### src/rtl/core/rd_pkg.sv
`timescale 1ns / 1ps
// ----------------------------------------------------------------------------
// rd_pkg
// Shared widths and the per-stage data type of the restoring divider.
// ----------------------------------------------------------------------------
package rd_pkg;

    localparam int WIDTH = 32;

    typedef logic [WIDTH-1:0] t_word;

    // rem: partial remainder; nq: unused dividend bits on top, quotient bits below
    typedef struct packed {
        t_word rem;
        t_word nq;
        t_word den;
    } t_stage;

endpackage

### src/rtl/core/rd_cell.sv
`timescale 1ns / 1ps
// ----------------------------------------------------------------------------
// rd_cell
// One restoring step: shift in a dividend bit, trial-subtract the divisor,
// keep or restore, and register the result for the next cell.
// ----------------------------------------------------------------------------
module rd_cell
    import rd_pkg::*;
(
    input  logic   i_clk,
    input  logic   i_rst_n,
    input  logic   i_prev_valid,
    output logic   o_prev_ready,
    input  t_stage i_prev,
    output logic   o_next_valid,
    input  logic   i_next_ready,
    output t_stage o_next
);

    logic   r_valid;
    t_stage r_data;
    t_stage n_data;

    logic          w_top;
    t_word         w_trial;
    logic [WIDTH:0] w_diff;
    logic          w_sub;

    always_comb begin
        w_top   = i_prev.rem[WIDTH-1];
        w_trial = {i_prev.rem[WIDTH-2:0], i_prev.nq[WIDTH-1]};
        w_diff  = {w_top, w_trial} - {1'b0, i_prev.den};
        w_sub   = w_top | ~w_diff[WIDTH];
        n_data.rem = w_sub ? w_diff[WIDTH-1:0] : w_trial;
        n_data.nq  = {i_prev.nq[WIDTH-2:0], w_sub};
        n_data.den = i_prev.den;
    end

    assign o_prev_ready = ~r_valid | i_next_ready;
    assign o_next_valid = r_valid;
    assign o_next       = r_data;

    always_ff @(posedge i_clk) begin
        if (!i_rst_n) begin
            r_valid <= 1'b0;
        end else if (o_prev_ready) begin
            r_valid <= i_prev_valid;
        end
    end

    // hold payload unless a new transaction enters
    always_ff @(posedge i_clk) begin
        if (o_prev_ready && i_prev_valid) begin
            r_data <= n_data;
        end
    end

endmodule

### config.mk
export PLATFORM = sky130hd
export DESIGN_NAME = rd_cell
export DESIGN_NICKNAME = d
export VERILOG_FILES = /design/src/rtl/core/rd_pkg.sv /design/src/rtl/core/rd_cell.sv
export SDC_FILE = /design/constraint.sdc
export NUM_CORES = 1
export LEC_CHECK = 0
export ABC_AREA = 1
export BUFFER_PORTS_ARGS = -buffer_cell sky130_fd_sc_hd__buf_4
export CAP_MARGIN = 25
export CORE_AREA = 8 8 125 127
export CTS_CLUSTER_SIZE = 20
export DETAILED_ROUTE_END_ITERATION = 7
export DIE_AREA = 0 0 133 135
export PLACE_DENSITY_LB_ADDON = 0.1
export SLEW_MARGIN = 30
export SYNTH_ARGS = -nofsm -noshare
export SYNTH_HDL_FRONTEND = slang
export SYNTH_SLANG_ARGS = --single-unit
### constraint.sdc
create_clock -name i_clk -period 6.05 [get_ports i_clk]
set_clock_uncertainty 0.05 [all_clocks]
set_input_delay 0.3025 -clock i_clk [delete_from_list [all_inputs] [get_ports i_clk]]
set_output_delay 0.3025 -clock i_clk [all_outputs]
set_load 0.02 [all_outputs]
==> results_dict.tcl <==
set metrics [dict create \
    status "finished clean" \
    clock_latency_ns 0.35 \
    fp.dieH_um 135 \
    grt_max_degree 61 \
    synth_flop_cell "edfxtp_1" \
    route.detailed.drc 0 \
    reg2reg_depth 2 \
    fin_crit_ns 2.460 \
    cp-startpoint "i_prev[0]" \
    ff2ff_setup_slack_ns 4.03 \
    hold_depth 1 \
    cts_hold_buf 0 \
    wl_um 17530 \
    vias 5361 \
    hpwl_um 14140 \
    peakVddDrop_v 0.0001348 \
    maxSlewViolCount 0 \
    timing.rr.end "o_next[88]" \
    htree_levels 3 \
    cp-end-kind "flip-flop" \
    hold_end "o_next[47]" \
    holdCritPathClass "input pin to flip-flop" \
    die_w_um 133 \
    numCtsBuffers 9 \
    hp-start "i_prev[46]" \
    drive_gt1_share_pct 22.71 \
    cap_violations 0 \
    pin_count 198 \
    synthArstFlopShare_pct 0 \
    synthMostInstantiatedCell "nand2_1" \
    syn2layout_area_growth_pct 33.25 \
    syn_inst 774 \
    port_buffers 197 \
    path_class "input pin to flip-flop" \
    synth_top_area_share_pct 47.64 \
    synth_warnings 0 \
    yosys-top-cells-count "nand2_1, inv_1, edfxtp_1" \
    grt_pass1_vias 5272 \
    tns_ns 0 \
    cpMostUsedCell "nand2_1" \
    fill_cells 1333 \
    dr_wl_met3_um 1116 \
    tightest_slew_ns 0.7914 \
    die_area_um2 17960 \
    wl_met2_um 8004 \
    place_inst 1146 \
    p_leak_nw 4.320 \
    synth_cell_type_count 29 \
    rsz0062_at_grt "no" \
    synth-edff-count 96 \
    cts_root_buffer "clkbuf_16" \
    fmax_mhz 406.4 \
    highest_layer "met4" \
    clk_pin_slew_ns 0.07 \
    clockBufferDepth 2 \
    wl_per_cell_um 15.09 \
    met1Wirelength_um 8187 \
    drt_pass1_iterations 6 \
    initial_core_util_pct 44.45 \
    setup_viol 0 \
    path_cells "buf_4 -> ha_1 -> fa_1 -> inv_1 -> nand2_1 -> nand2_1 -> nand3_1 -> nand2_1 -> nand3_1 -> nand3_1 -> nand2_1 -> nand3_1 -> nand2_1" \
    drt-initial-drc-count 304 \
    synth-seq-cells 97 \
    final_core_util_pct 59.23 \
    multi_input_area_um2 2429 \
    place_congestion 0.9223 \
    crit_path_max_fanout 20 \
    stdcell_count 1162 \
    ys_top_cells_by_area "edfxtp_1, nand2_1, inv_1" \
    synth_fp_nets 907 \
    synth.cell_area_um2 6051 \
    fin_crit_sh_pct 40.67 \
    seq_area_um2 2903 \
    hold_viol_final 0 \
    postCtsSetupRepairBufs 0 \
    nets 1110 \
    crit_path_start_kind "input pin" \
    clock_sinks 97 \
    power_density_nw_per_um2 244.7 \
    num_rows 43 \
    critical-path-max-stage-delay_ns 0.47 \
    slew_headroom_pct 47.24 \
    crit_buf_inv 2 \
    synth_top_area_cell "edfxtp_1" \
    timing.rr.start "o_next_valid" \
    antenna_cells 0 \
    required_ns 6.10 \
    cts_tree "yes" \
    hold_ws_ns 0.07321 \
    crit_arrival_ns 2.51 \
    synth.yosys.seq_area_share_pct 47.97 \
    grt_pass1_wl_um 27460 \
    via_per_inst 4.614 \
    antenna_found_initial 0 \
    grt-ovfl-total 0 \
    synth_area_per_cell_um2 7.818 \
    ctsResizeCount 0 \
    crit_family "simple AND/OR/NAND/NOR gates" \
    track_usage_pct 19.38 \
    core_um2 13610 \
    drtAntennaViolNets 0 \
    slowest_stage "nand2_1" \
]
==> layout make-up <==
cell class / instances / share of cell area, %
well taps: 180 / 2.793
repair buffers: 200 / 18.72
flip-flops and latches: 97 / 36.00
clock inverters: 6 / 1.102
clock buffers: 10 / 2.840
multi-input cells: 488 / 30.12
inverters: 181 / 8.426
==> per-layer routing <==
metal	vias to the layer above	global-route usage (%)
met5	-	0
met4	0	5.994
met3	14	4.718
met2	169	31.38
met1	2367	25.01
li1	2811	-
==> worst max-delay path by stage <==
stage / to / depth (start not counted)
after floorplan: o_next[0] / 1
after detailed placement: o_next[87] / 13
after CTS: o_next[87] / 13
after global placement: o_next[88] / 13
final: o_next[87] / 13
after global routing: o_next[87] / 13
==> stage by stage <==
| step | worst slack, ns | power (mW) | area, um^2 |
|---|---|---|---|
| after floorplan | 0.3517 | 1.166 | 6051 |
| after global placement | 3.263 | 1.364 | 7730 |
| after detailed placement | 3.137 | 1.371 | 7745 |
| after CTS | 3.510 | 1.992 | 8063 |
| after global routing | 3.196 | 2.079 | 8063 |
| final | 3.590 | 1.973 | 8063 |
==> registers in the layout, summed over array words and instances, names as in the netlist <==
register      count
o_next_valid      1
o_next           96
==> layout by cell type, fill, tap and decap left out <==
cell type	instances
a21boi_0	1
a21oi_1	14
a21oi_4	1
a221oi_2	1
and2_1	4
and3_1	2
buf_4	199
buf_8	1
bufinv_16	2
clkbuf_1	1
clkbuf_16	9
clkinv_1	1
clkinvlp_4	1
dfxtp_1	1
edfxtp_1	96
fa_1	1
ha_1	32
inv_1	179
inv_2	2
inv_6	2
nand2_1	279
nand3_1	64
nand3_4	1
nand3b_1	2
nand4_1	8
nor2_1	41
nor3_1	4
nor3_2	2
o21ai_0	5
o21ai_1	7
o21bai_1	3
or2_2	2
xnor2_1	1
xor2_1	13
==> where the power goes <==
part | internal (mW) | total, mW | switching, mW
logic | 0.207 | 0.528 | 0.321
clock network | 0.364 | 0.619 | 0.255
registers | 0.811 | 0.827 | 0.0159
total | 1.38 | 1.97 | 0.591
==> cell families (layout without fill, tap and decap cells) <==
group / Yosys count / count (layout) / share of synthesized area, %
flops: 97 / 97 / 47.97
xor+xnor: 14 / 14 / 2.027
compound gates: 32 / 32 / 2.874
simple gates: 409 / 409 / 28.00
fa+ha+maj: 33 / 33 / 6.948
buf+inv: 189 / 397 / 12.18
Note: power is estimated with default switching activity, not from simulation.
